### config.mk
export PLATFORM = sky130hd
export DESIGN_NAME = ps2_frame_receiver_fifo_unit_flat
export DESIGN_NICKNAME = d
export VERILOG_FILES = /design/src/rtl/ps2fr_pkg.sv /design/src/rtl/ps2fr_if.sv /design/src/rtl/ps2fr_frame.sv /design/src/rtl/ps2fr_ring.sv /design/src/rtl/ps2fr_result.sv /design/src/rtl/ps2_frame_receiver_fifo_unit.sv /design/src/flat_wrapper.sv
export SDC_FILE = /design/constraint.sdc
export NUM_CORES = 1
export LEC_CHECK = 0
export BUFFER_PORTS_ARGS = -buffer_cell sky130_fd_sc_hd__buf_2
export CORE_ASPECT_RATIO = 0.6
export CORE_MARGIN = 10
export CORE_UTILIZATION = 40
export CTS_BUF_LIST = sky130_fd_sc_hd__clkbuf_4 sky130_fd_sc_hd__clkbuf_8 sky130_fd_sc_hd__clkbuf_16
export DETAILED_ROUTE_END_ITERATION = 6
export GPL_TIMING_DRIVEN = 0
export SYNTH_ARGS = -nofsm -noshare
export SYNTH_HDL_FRONTEND = slang
export SYNTH_SLANG_ARGS = --single-unit
### constraint.sdc
create_clock -name clk -period 4.4 [get_ports clk]
set_input_delay 0.22 -clock clk [delete_from_list [all_inputs] [get_ports clk]]
set_output_delay 0.22 -clock clk [all_outputs]
set_load 0.02 [all_outputs]
### src/rtl/ps2fr_pkg.sv
// Shared types and constants for the PS/2 frame receiver with byte ring.
package ps2fr_pkg;

  localparam logic [1:0] KIND_EDGE  = 2'd0;
  localparam logic [1:0] KIND_POP   = 2'd1;
  localparam logic [1:0] KIND_FLUSH = 2'd2;

  localparam logic [15:0] GAP_LIMIT_RESET = 16'd250;

  localparam logic [3:0] FIRST_DATA_BIT = 4'd2;
  localparam logic [3:0] LAST_DATA_BIT  = 4'd9;
  localparam logic [3:0] LAST_BIT       = 4'd11;

  localparam int RING_DEPTH_DEFAULT = 16;

  typedef struct packed {
    logic       push;
    logic [7:0] data;
  } fr_push_t;

  typedef struct packed {
    logic dropped;
    logic popped;
    logic nonempty;
  } ring_stat_t;

endpackage

### src/rtl/ps2fr_if.sv
// Valid/ready channel interfaces for receiver events and results.
interface ps2fr_evt_if;
  logic        valid;
  logic        ready;
  logic [1:0]  kind;
  logic        data_bit;
  logic [15:0] gap_us;

  modport source (output valid, output kind, output data_bit, output gap_us, input ready);
  modport sink (input valid, input kind, input data_bit, input gap_us, output ready);
endinterface

interface ps2fr_res_if;
  logic       valid;
  logic       ready;
  logic       byte_valid;
  logic [7:0] rx_byte;
  logic       ring_nonempty;
  logic       byte_dropped;

  modport source (output valid, output byte_valid, output rx_byte, output ring_nonempty,
                  output byte_dropped, input ready);
  modport sink (input valid, input byte_valid, input rx_byte, input ring_nonempty,
                input byte_dropped, output ready);
endinterface

### src/rtl/ps2fr_frame.sv
// Frame bit counter and shift byte with gap resync.
module ps2fr_frame (
  input  logic               clk,
  input  logic               rst,
  input  logic               edge_en,
  input  logic               flush,
  input  logic               data_bit,
  input  logic [15:0]        gap_us,
  input  logic [15:0]        gap_limit,
  output ps2fr_pkg::fr_push_t push
);
  import ps2fr_pkg::*;

  logic [3:0] bit_count;
  logic [3:0] bit_count_next;
  logic [7:0] shift_byte;
  logic [7:0] shift_byte_next;
  logic [3:0] base_count;
  logic [7:0] base_shift;
  logic [3:0] inc_count;

  always_comb begin
    base_count = (gap_us > gap_limit) ? 4'd0 : bit_count;
    base_shift = (gap_us > gap_limit) ? 8'd0 : shift_byte;
    inc_count  = base_count + 4'd1;
    bit_count_next  = inc_count;
    shift_byte_next = base_shift;
    push.push = 1'b0;
    push.data = base_shift;
    if (inc_count >= FIRST_DATA_BIT && inc_count <= LAST_DATA_BIT) begin
      shift_byte_next = {data_bit, base_shift[7:1]};
    end else if (inc_count == LAST_BIT) begin
      push.push       = edge_en;
      bit_count_next  = 4'd0;
      shift_byte_next = 8'd0;
    end else if (inc_count > LAST_BIT) begin
      bit_count_next  = 4'd0;
      shift_byte_next = 8'd0;
    end
  end

  always_ff @(posedge clk) begin
    if (rst || flush) begin
      bit_count  <= 4'd0;
      shift_byte <= 8'd0;
    end else if (edge_en) begin
      bit_count  <= bit_count_next;
      shift_byte <= shift_byte_next;
    end
  end

endmodule

### src/rtl/ps2fr_ring.sv
// Byte ring with one spare slot, registered read port.
module ps2fr_ring #(
  parameter int RING_DEPTH = ps2fr_pkg::RING_DEPTH_DEFAULT
) (
  input  logic                  clk,
  input  logic                  rst,
  input  ps2fr_pkg::fr_push_t   push,
  input  logic                  pop,
  input  logic                  flush,
  output ps2fr_pkg::ring_stat_t stat,
  output logic [7:0]            rd_data
);
  import ps2fr_pkg::*;

  localparam int AW = (RING_DEPTH > 1) ? $clog2(RING_DEPTH) : 1;
  localparam logic [AW-1:0] LAST_SLOT = AW'(RING_DEPTH - 1);

  logic [7:0]    mem [RING_DEPTH];
  logic [AW-1:0] write_index;
  logic [AW-1:0] read_index;
  logic [AW-1:0] write_index_next;
  logic [AW-1:0] read_index_next;
  logic [AW-1:0] write_inc;
  logic [AW-1:0] read_inc;
  logic          full;
  logic          push_ok;

  always_comb begin
    write_inc = (write_index == LAST_SLOT) ? '0 : write_index + 1'b1;
    read_inc  = (read_index == LAST_SLOT) ? '0 : read_index + 1'b1;
    full      = (write_inc == read_index);
    push_ok   = push.push && !full;
    stat.dropped = push.push && full;
    stat.popped  = pop && (write_index != read_index);
    write_index_next = write_index;
    read_index_next  = read_index;
    if (flush) begin
      write_index_next = '0;
      read_index_next  = '0;
    end else begin
      if (push_ok) begin
        write_index_next = write_inc;
      end
      if (stat.popped) begin
        read_index_next = read_inc;
      end
    end
    stat.nonempty = (write_index_next != read_index_next);
  end

  always_ff @(posedge clk) begin
    if (rst) begin
      write_index <= '0;
      read_index  <= '0;
    end else begin
      write_index <= write_index_next;
      read_index  <= read_index_next;
    end
  end

  always_ff @(posedge clk) begin
    if (push_ok && !flush) begin
      mem[write_index] <= push.data;
    end
    if (stat.popped) begin
      rd_data <= mem[read_index];
    end
  end

endmodule

### src/rtl/ps2fr_result.sv
// Result register that parts the event side from the result side.
module ps2fr_result (
  input  logic                  clk,
  input  logic                  rst,
  input  logic                  load,
  input  ps2fr_pkg::ring_stat_t stat,
  input  logic [7:0]            rd_data,
  output logic                  hold_busy,
  ps2fr_res_if.source           out_ch
);
  import ps2fr_pkg::*;

  logic res_valid;
  logic byte_valid;
  logic nonempty;
  logic dropped;

  always_ff @(posedge clk) begin
    if (rst) begin
      res_valid <= 1'b0;
    end else if (load) begin
      res_valid <= 1'b1;
    end else if (out_ch.ready) begin
      res_valid <= 1'b0;
    end
  end

  always_ff @(posedge clk) begin
    if (load) begin
      byte_valid <= stat.popped;
      nonempty   <= stat.nonempty;
      dropped    <= stat.dropped;
    end
  end

  assign hold_busy            = res_valid && !out_ch.ready;
  assign out_ch.valid         = res_valid;
  assign out_ch.byte_valid    = byte_valid;
  assign out_ch.rx_byte       = byte_valid ? rd_data : 8'd0;
  assign out_ch.ring_nonempty = nonempty;
  assign out_ch.byte_dropped  = dropped;

endmodule

### src/rtl/ps2_frame_receiver_fifo_unit.sv
// Top level of the PS/2 frame receiver with byte ring.
//
//   port       dir  payload                                         beat
//   in_ch      in   kind, data_bit, gap_us                          valid & ready
//   out_ch     out  byte_valid, rx_byte, ring_nonempty, byte_dropped valid & ready
//   cfg_wr_*   in   gap_limit_us                                    cfg_wr_en
//
// One event per cycle while no result waits on a low out_ch.ready; its result appears in the cycle after acceptance.
// The ring read port and the result register load in the same cycle.
// in_ch.ready drops only while a result waits and out_ch.ready is low.
// Reset empties the ring and frame and loads the gap limit with 250;
// ring contents are not cleared.
module ps2_frame_receiver_fifo_unit #(
  parameter int RING_DEPTH = ps2fr_pkg::RING_DEPTH_DEFAULT
) (
  input  logic        clk,
  input  logic        rst,
  input  logic        cfg_wr_en,
  input  logic [15:0] cfg_wr_data,
  ps2fr_evt_if.sink   in_ch,
  ps2fr_res_if.source out_ch
);
  import ps2fr_pkg::*;

  logic [15:0] gap_limit_us;
  logic       accept;
  logic       is_edge;
  logic       is_pop;
  logic       is_flush;
  logic       hold_busy;
  fr_push_t   push;
  ring_stat_t stat;
  logic [7:0] rd_data;

  always_ff @(posedge clk) begin
    if (rst) begin
      gap_limit_us <= GAP_LIMIT_RESET;
    end else if (cfg_wr_en) begin
      gap_limit_us <= cfg_wr_data;
    end
  end

  assign in_ch.ready = !hold_busy;
  assign accept      = in_ch.valid && in_ch.ready;

  always_comb begin
    is_edge  = 1'b0;
    is_pop   = 1'b0;
    is_flush = 1'b0;
    case (in_ch.kind)
      KIND_EDGE:  is_edge  = accept;
      KIND_POP:   is_pop   = accept;
      KIND_FLUSH: is_flush = accept;
      default:    is_edge  = 1'b0;
    endcase
  end

  ps2fr_frame u_frame (
    .clk       (clk),
    .rst       (rst),
    .edge_en   (is_edge),
    .flush     (is_flush),
    .data_bit  (in_ch.data_bit),
    .gap_us    (in_ch.gap_us),
    .gap_limit (gap_limit_us),
    .push      (push)
  );

  ps2fr_ring #(
    .RING_DEPTH (RING_DEPTH)
  ) u_ring (
    .clk     (clk),
    .rst     (rst),
    .push    (push),
    .pop     (is_pop),
    .flush   (is_flush),
    .stat    (stat),
    .rd_data (rd_data)
  );

  ps2fr_result u_result (
    .clk       (clk),
    .rst       (rst),
    .load      (accept),
    .stat      (stat),
    .rd_data   (rd_data),
    .hold_busy (hold_busy),
    .out_ch    (out_ch)
  );

  a_flush_empties: assert property (@(posedge clk) disable iff (rst)
    accept && in_ch.kind == KIND_FLUSH |=> out_ch.valid && !out_ch.ring_nonempty)
    else $error("flush did not leave the ring empty");

  a_pop_not_drop: assert property (@(posedge clk) disable iff (rst)
    out_ch.valid && out_ch.byte_valid |-> !out_ch.byte_dropped && out_ch.rx_byte == rd_data)
    else $error("popped beat also flags a drop or carries a stale byte");

  a_ready_only_stalled: assert property (@(posedge clk) disable iff (rst)
    !in_ch.ready |-> out_ch.valid && !out_ch.ready)
    else $error("event side stalled without a waiting result");

  a_result_follows: assert property (@(posedge clk) disable iff (rst)
    accept |=> out_ch.valid)
    else $error("accepted event produced no result beat");

endmodule
### src/flat_wrapper.sv
// flat-port wrapper written by rule: the top's interface ports become plain ports
module ps2_frame_receiver_fifo_unit_flat import ps2fr_pkg::*;
#(
  parameter int RING_DEPTH = ps2fr_pkg::RING_DEPTH_DEFAULT
)
  (clk, rst, cfg_wr_en, cfg_wr_data, in_ch_valid, in_ch_kind, in_ch_data_bit, in_ch_gap_us, in_ch_ready, out_ch_valid, out_ch_byte_valid, out_ch_rx_byte, out_ch_ring_nonempty, out_ch_byte_dropped, out_ch_ready);
  ps2fr_evt_if in_ch_i ();
  ps2fr_res_if out_ch_i ();
  input  logic clk;
  input  logic rst;
  input  logic cfg_wr_en;
  input  logic [15:0] cfg_wr_data;
  input wire logic [$bits(in_ch_i.valid)-1:0] in_ch_valid;
  input wire logic [$bits(in_ch_i.kind)-1:0] in_ch_kind;
  input wire logic [$bits(in_ch_i.data_bit)-1:0] in_ch_data_bit;
  input wire logic [$bits(in_ch_i.gap_us)-1:0] in_ch_gap_us;
  output wire logic [$bits(in_ch_i.ready)-1:0] in_ch_ready;
  output wire logic [$bits(out_ch_i.valid)-1:0] out_ch_valid;
  output wire logic [$bits(out_ch_i.byte_valid)-1:0] out_ch_byte_valid;
  output wire logic [$bits(out_ch_i.rx_byte)-1:0] out_ch_rx_byte;
  output wire logic [$bits(out_ch_i.ring_nonempty)-1:0] out_ch_ring_nonempty;
  output wire logic [$bits(out_ch_i.byte_dropped)-1:0] out_ch_byte_dropped;
  input wire logic [$bits(out_ch_i.ready)-1:0] out_ch_ready;
  assign in_ch_i.valid = in_ch_valid;
  assign in_ch_i.kind = in_ch_kind;
  assign in_ch_i.data_bit = in_ch_data_bit;
  assign in_ch_i.gap_us = in_ch_gap_us;
  assign in_ch_ready = in_ch_i.ready;
  assign out_ch_valid = out_ch_i.valid;
  assign out_ch_byte_valid = out_ch_i.byte_valid;
  assign out_ch_rx_byte = out_ch_i.rx_byte;
  assign out_ch_ring_nonempty = out_ch_i.ring_nonempty;
  assign out_ch_byte_dropped = out_ch_i.byte_dropped;
  assign out_ch_i.ready = out_ch_ready;
  ps2_frame_receiver_fifo_unit #(.RING_DEPTH(RING_DEPTH)) u_core (.clk(clk), .rst(rst), .cfg_wr_en(cfg_wr_en), .cfg_wr_data(cfg_wr_data), .in_ch(in_ch_i), .out_ch(out_ch_i));
endmodule
==> impl_results.html <==
<table>
<tr><th>Metric</th><th>Value</th></tr>
<tr><th colspan="2">Run status</th></tr>
<tr><td>Result of the run</td><td>completed</td></tr>
<tr><th colspan="2">Cells and area</th></tr>
<tr><td>Area grow syn2layout</td><td>19.5%</td></tr>
<tr><td>Utilization of the core after routing</td><td>0.483</td></tr>
<tr><td>Most common cell after layout, fill and taps aside</td><td>sky130_fd_sc_hd__edfxtp_1</td></tr>
<tr><td>Most frequent cells in the layout</td><td>sky130_fd_sc_hd__edfxtp_1 (139), sky130_fd_sc_hd__buf_2 (54), sky130_fd_sc_hd__mux4_2 (40), sky130_fd_sc_hd__dfxtp_1 (36), sky130_fd_sc_hd__nor2_1 (30)</td></tr>
<tr><td>Nets</td><td>653</td></tr>
<tr><td>Diode count</td><td>0</td></tr>
<tr><td>Layout cells sized above 1</td><td>0.298</td></tr>
<tr><td>Summed area of non-filler cells in the final layout</td><td>9120 um^2</td></tr>
<tr><td>Post-Layout Cell Count</td><td>847</td></tr>
<tr><th colspan="2">Placement</th></tr>
<tr><td>Post-Place Cells</td><td>800</td></tr>
<tr><td>DP Wirelength</td><td>12.2 mm</td></tr>
<tr><td>Input/output buffers</td><td>51</td></tr>
<tr><td>Placer Congestion</td><td>0.869</td></tr>
<tr><td>Worst slack, placed</td><td>-1150 ps</td></tr>
<tr><td>Placed standard-cell area</td><td>8220 um^2</td></tr>
<tr><th colspan="2">STA</th></tr>
<tr><td>Worst-case headroom to the max-slew limit</td><td>0.179</td></tr>
<tr><td>Clock period minus worst slack</td><td>4160 ps</td></tr>
<tr><td>Fmax</td><td>241 MHz</td></tr>
<tr><td>Slew Viols, Final</td><td>0</td></tr>
<tr><td>Least-Margin Pin Slew</td><td>1230 ps</td></tr>
<tr><td>Smallest setup slack after layout</td><td>244 ps</td></tr>
<tr><td>Number of endpoints with negative hold slack in the final report</td><td>0</td></tr>
<tr><td>Number of setup violations in the final report</td><td>0</td></tr>
<tr><td>Clock tree skew after final layout</td><td>17.3 ps</td></tr>
<tr><td>Final worst-path cycle share</td><td>0.944</td></tr>
<tr><th colspan="2">Yosys</th></tr>
<tr><td>Cell area after synthesis</td><td>7630 um^2</td></tr>
<tr><td>Most common flop cell mapped by yosys</td><td>sky130_fd_sc_hd__edfxtp_1</td></tr>
<tr><td>Number of synthesis warnings</td><td>0</td></tr>
<tr><td>Library cell with the largest summed area after synthesis</td><td>sky130_fd_sc_hd__edfxtp_1</td></tr>
<tr><td>Proportion of synthesized chip area in sequential cells</td><td>0.644</td></tr>
<tr><td>Count of cell types in the netlist</td><td>51</td></tr>
<tr><td>Synthesized Nets</td><td>568</td></tr>
<tr><td>Cell types with the largest area share after synthesis</td><td>sky130_fd_sc_hd__edfxtp_1 (55%), sky130_fd_sc_hd__mux4_2 (12%), sky130_fd_sc_hd__dfxtp_1 (9.7%), sky130_fd_sc_hd__ha_1 (4.1%), sky130_fd_sc_hd__nor2_1 (2.1%)</td></tr>
<tr><td>Share of Yosys cell area claimed by the top area cell type</td><td>0.547</td></tr>
<tr><td>Synthesized area per cell</td><td>15.2 um^2</td></tr>
<tr><td>Number of synthesized flops with an enable pin</td><td>139</td></tr>
<tr><td>Post-synthesis cell count</td><td>503</td></tr>
<tr><td>Async SR Flop Fraction</td><td>0</td></tr>
<tr><td>Count of state elements after synthesis</td><td>176</td></tr>
<tr><th colspan="2">Hold path</th></tr>
<tr><td>HP Start</td><td>cfg_wr_data[1]</td></tr>
<tr><td>Worst min-delay path class</td><td>in -&gt; reg</td></tr>
<tr><th colspan="2">Routing</th></tr>
<tr><td>Pre-Repair DR Iteration Count</td><td>5</td></tr>
<tr><td>Number of antenna-violating nets in the routed design</td><td>0</td></tr>
<tr><td>Residual DRC</td><td>0</td></tr>
<tr><td>Via Count</td><td>4535</td></tr>
<tr><td>Number of DRC markers in iteration 0</td><td>447</td></tr>
<tr><td>Detailed-route wire length per cell</td><td>20.8 um</td></tr>
<tr><td>Routed wire length</td><td>17.6 mm</td></tr>
<tr><td>Via-per-instance ratio</td><td>5.35</td></tr>
<tr><th colspan="2">Clock network</th></tr>
<tr><td>Root buffer cell</td><td>sky130_fd_sc_hd__clkbuf_16</td></tr>
<tr><td>Maximum count of clock buffers along a single path</td><td>2</td></tr>
<tr><td>Total number of H-tree levels</td><td>4</td></tr>
<tr><td>Total CTS buffers</td><td>17</td></tr>
<tr><td>CTS tree</td><td>done</td></tr>
<tr><td>Reg clk slew, reported paths</td><td>70 ps</td></tr>
<tr><td>Number of sinks on the clock net</td><td>176</td></tr>
<tr><td>Clock latency on the worst-skew pair</td><td>430 ps</td></tr>
<tr><td>CTS Hold Bufs</td><td>0</td></tr>
<tr><th colspan="2">Global route</th></tr>
<tr><td>Met3 layer usage reported by global route</td><td>0.0391</td></tr>
<tr><td>Via count of the first global-routing pass</td><td>4589</td></tr>
<tr><td>Tot GR Track Use</td><td>0.145</td></tr>
<tr><td>Maximum number of pins on one net before global-route repair</td><td>19</td></tr>
<tr><td>Met1 track utilization from global routing</td><td>0.220</td></tr>
<tr><td>Wire length of the first global-routing pass</td><td>27.5 mm</td></tr>
<tr><td>Global route hottest layer</td><td>met1</td></tr>
<tr><td>Antenna violations before repair</td><td>0</td></tr>
<tr><td>Congestion Overflow GR</td><td>0</td></tr>
<tr><td>Met2 Track Usage GR</td><td>0.197</td></tr>
<tr><th colspan="2">Power and ir drop</th></tr>
<tr><td>Int Pwr</td><td>2590 uW</td></tr>
<tr><td>Switching Fraction</td><td>0.234</td></tr>
<tr><td>Pleak</td><td>0.00322 uW</td></tr>
<tr><td>Net switching power</td><td>790 uW</td></tr>
<tr><td>Sequential fraction of design power</td><td>0.529</td></tr>
<tr><td>Clock share of power</td><td>0.432</td></tr>
<tr><td>Share of total power in combinational logic</td><td>0.039</td></tr>
<tr><td>Peak supply drop</td><td>0.286 mV</td></tr>
<tr><td>Cell area power density</td><td>370 nW/um^2</td></tr>
<tr><th colspan="2">Worst setup path</th></tr>
<tr><td>Type of element capturing the critical path</td><td>flop</td></tr>
<tr><td>Critical path origin</td><td>u_core.gap_limit_us[11]$_SDFFE_PP0P_</td></tr>
<tr><td>Critical R2R Launch</td><td>u_core.gap_limit_us[11]$_SDFFE_PP0P_</td></tr>
<tr><td>Largest stage delay on the critical path</td><td>350 ps</td></tr>
<tr><td>Required time of the critical path</td><td>4580 ps</td></tr>
<tr><td>Critical Path Start Type</td><td>flop</td></tr>
<tr><td>Crit-path leading delay family</td><td>simple AND/OR/NAND/NOR gates</td></tr>
<tr><td>Critical-path cell with the highest stage delay</td><td>sky130_fd_sc_hd__or3_4</td></tr>
<tr><td>Combined buffer and inverter count along the critical path</td><td>6</td></tr>
<tr><td>CP Cell Sequence</td><td>inv_1 -&gt; ha_1 -&gt; nand4_1 -&gt; buf_4 -&gt; nor4_4 -&gt; a21boi_2 -&gt; o31a_1 -&gt; inv_2 -&gt; nand2_2 -&gt; inv_1 -&gt; ha_4 -&gt; or2_2 -&gt; or3_4 -&gt; nor4_4 -&gt; buf_4 -&gt; buf_6 -&gt; mux2i_4 -&gt; xnor2_1 -&gt; a21oi_1</td></tr>
<tr><td>Crit path max fanout</td><td>9</td></tr>
<tr><td>Arrival @ worst endpoint</td><td>4340 ps</td></tr>
<tr><td>Path type of the worst setup path</td><td>reg -&gt; reg</td></tr>
<tr><th colspan="2">Die</th></tr>
<tr><td>Standard cell core area</td><td>18900 um^2</td></tr>
<tr><td>Overall die height</td><td>127 um</td></tr>
<tr><td>Initial Util</td><td>0.404</td></tr>
<tr><td>Count of pins on the block boundary</td><td>53</td></tr>
<tr><td>Width of the chip</td><td>198 um</td></tr>
<tr><td>Number of core rows</td><td>39</td></tr>
<tr><td>Die area</td><td>25200 um^2</td></tr>
<tr><th colspan="2">Run</th></tr>
<tr><td>Max-capacitance violation count</td><td>0</td></tr>
</table>
-- power groups by stage --
stage | combinational [uW] | clock, uW | sequential, uW
after global routing | 148 | 1550 | 1790
after detailed placement | 120 | 0 | 1820
after CTS | 125 | 1480 | 1790
after global placement | 115 | 0 | 1820
after floorplan | 72.1 | 0 | 1820
final | 131 | 1460 | 1790
-- flip-flops by register name (all words and copies together) (netlist names) --
name and cells:
u_core.u_result.out_ch.byte_dropped 1, u_core.u_ring.read_index 4, u_core.gap_limit_us 16, u_core.u_ring.rd_data 8
u_core.u_frame.bit_count 4, u_core.u_result.out_ch.ring_nonempty 1, u_core.u_ring.mem 128, u_core.u_frame.shift_byte 8
u_core.u_result.out_ch.valid 1, u_core.u_result.out_ch.byte_valid 1, u_core.u_ring.write_index 4
-- synth_stat cells (all sizes together) (2+ instances only) --
| master | number |
|---|---|
| xnor2 | 11 |
| a21oi | 15 |
| edfxtp | 139 |
| nor4 | 6 |
| or2 | 2 |
| o2bb2ai | 2 |
| nand4b | 2 |
| nor2 | 42 |
| nand3 | 4 |
| a22o | 7 |
| o211ai | 7 |
| mux4 | 40 |
| and2 | 12 |
| a32oi | 2 |
| dfxtp | 37 |
| nor3 | 9 |
| or3 | 2 |
| o21ai | 8 |
| a31oi | 2 |
| xor2 | 5 |
| mux2i | 14 |
| nor2b | 10 |
| nand4 | 4 |
| nand2b | 3 |
| ha | 25 |
| nand2 | 27 |
| buf | 9 |
| inv | 29 |
| clkbuf | 11 |
-- worst paths after layout --
check             cells past startpoint  slack [ps]                                              to
hold / removal                        3          20             u_core.gap_limit_us[1]$_SDFFE_PP1P_
setup reg to reg                     19         240  u_core.u_result.out_ch.ring_nonempty$_DFFE_PP_
hold reg to reg                       1         480       u_core.u_frame.shift_byte[0]$_SDFFE_PP0P_
setup / recovery                     19         240  u_core.u_result.out_ch.ring_nonempty$_DFFE_PP_
-- metal layers --
| metal | up-vias | part of all wire |
|---|---|---|
| li1 | 2098 | - |
| met1 | 2306 | 0.52 |
| met2 | 116 | 0.42 |
| met3 | 15 | 0.057 |
| met4 | 0 | 0.0075 |
| met5 | - | 0 |
-- repair_timing --
action                                  in CTS  in global routing
endpoints found under the setup margin     133                133
buffers inserted                            11                  5
resized for setup                           37                 11
pin swaps                                    8                  7
-- stage by stage --
stage | power (uW) | setup TNS, ps | hold WS, ps
floorplan | 1900 | 0 | 289
global placement | 1940 | -131570 | 445
detailed placement | 1940 | -133950 | 448
CTS | 3390 | 0 | 3.02
global route | 3490 | -0.608 | 13.2
finish | 3380 | 0 | 15.7
-- worst reg2reg max path, delay by kind of cell, from the launching register on --
kind,cells,cell delay [ps]
compound gates,3,540
mux,1,240
simple gates,6,1430
flops,1,330
xor+xnor,1,140
buf+inv,6,730
fa+ha+maj,2,510
-- logic make-up after synthesis --
logic type / count (synthesis) / synth area share
DFF: 176 / 0.644
muxes: 54 / 0.136
and+or+nand+nor: 128 / 0.0854
AOI/OAI and AO/OA: 55 / 0.0497
buffers and inverters: 49 / 0.0256
adders and majority gates: 25 / 0.0410
xor gates and xnor gates: 16 / 0.0184
-- layout make-up --
| class | instances | area [um^2] |
|---|---|---|
| multi-input combinational | 278 | 2730 |
| timing repair buffer | 67 | 404 |
| inverter | 29 | 109 |
| sequential | 176 | 4920 |
| buffer | 19 | 82.6 |
| tap | 246 | 308 |
| clock inverter | 15 | 141 |
| fill | 1550 | 9760 |
| clock buffer | 17 | 425 |
Note: power is estimated with default switching activity, not from simulation.
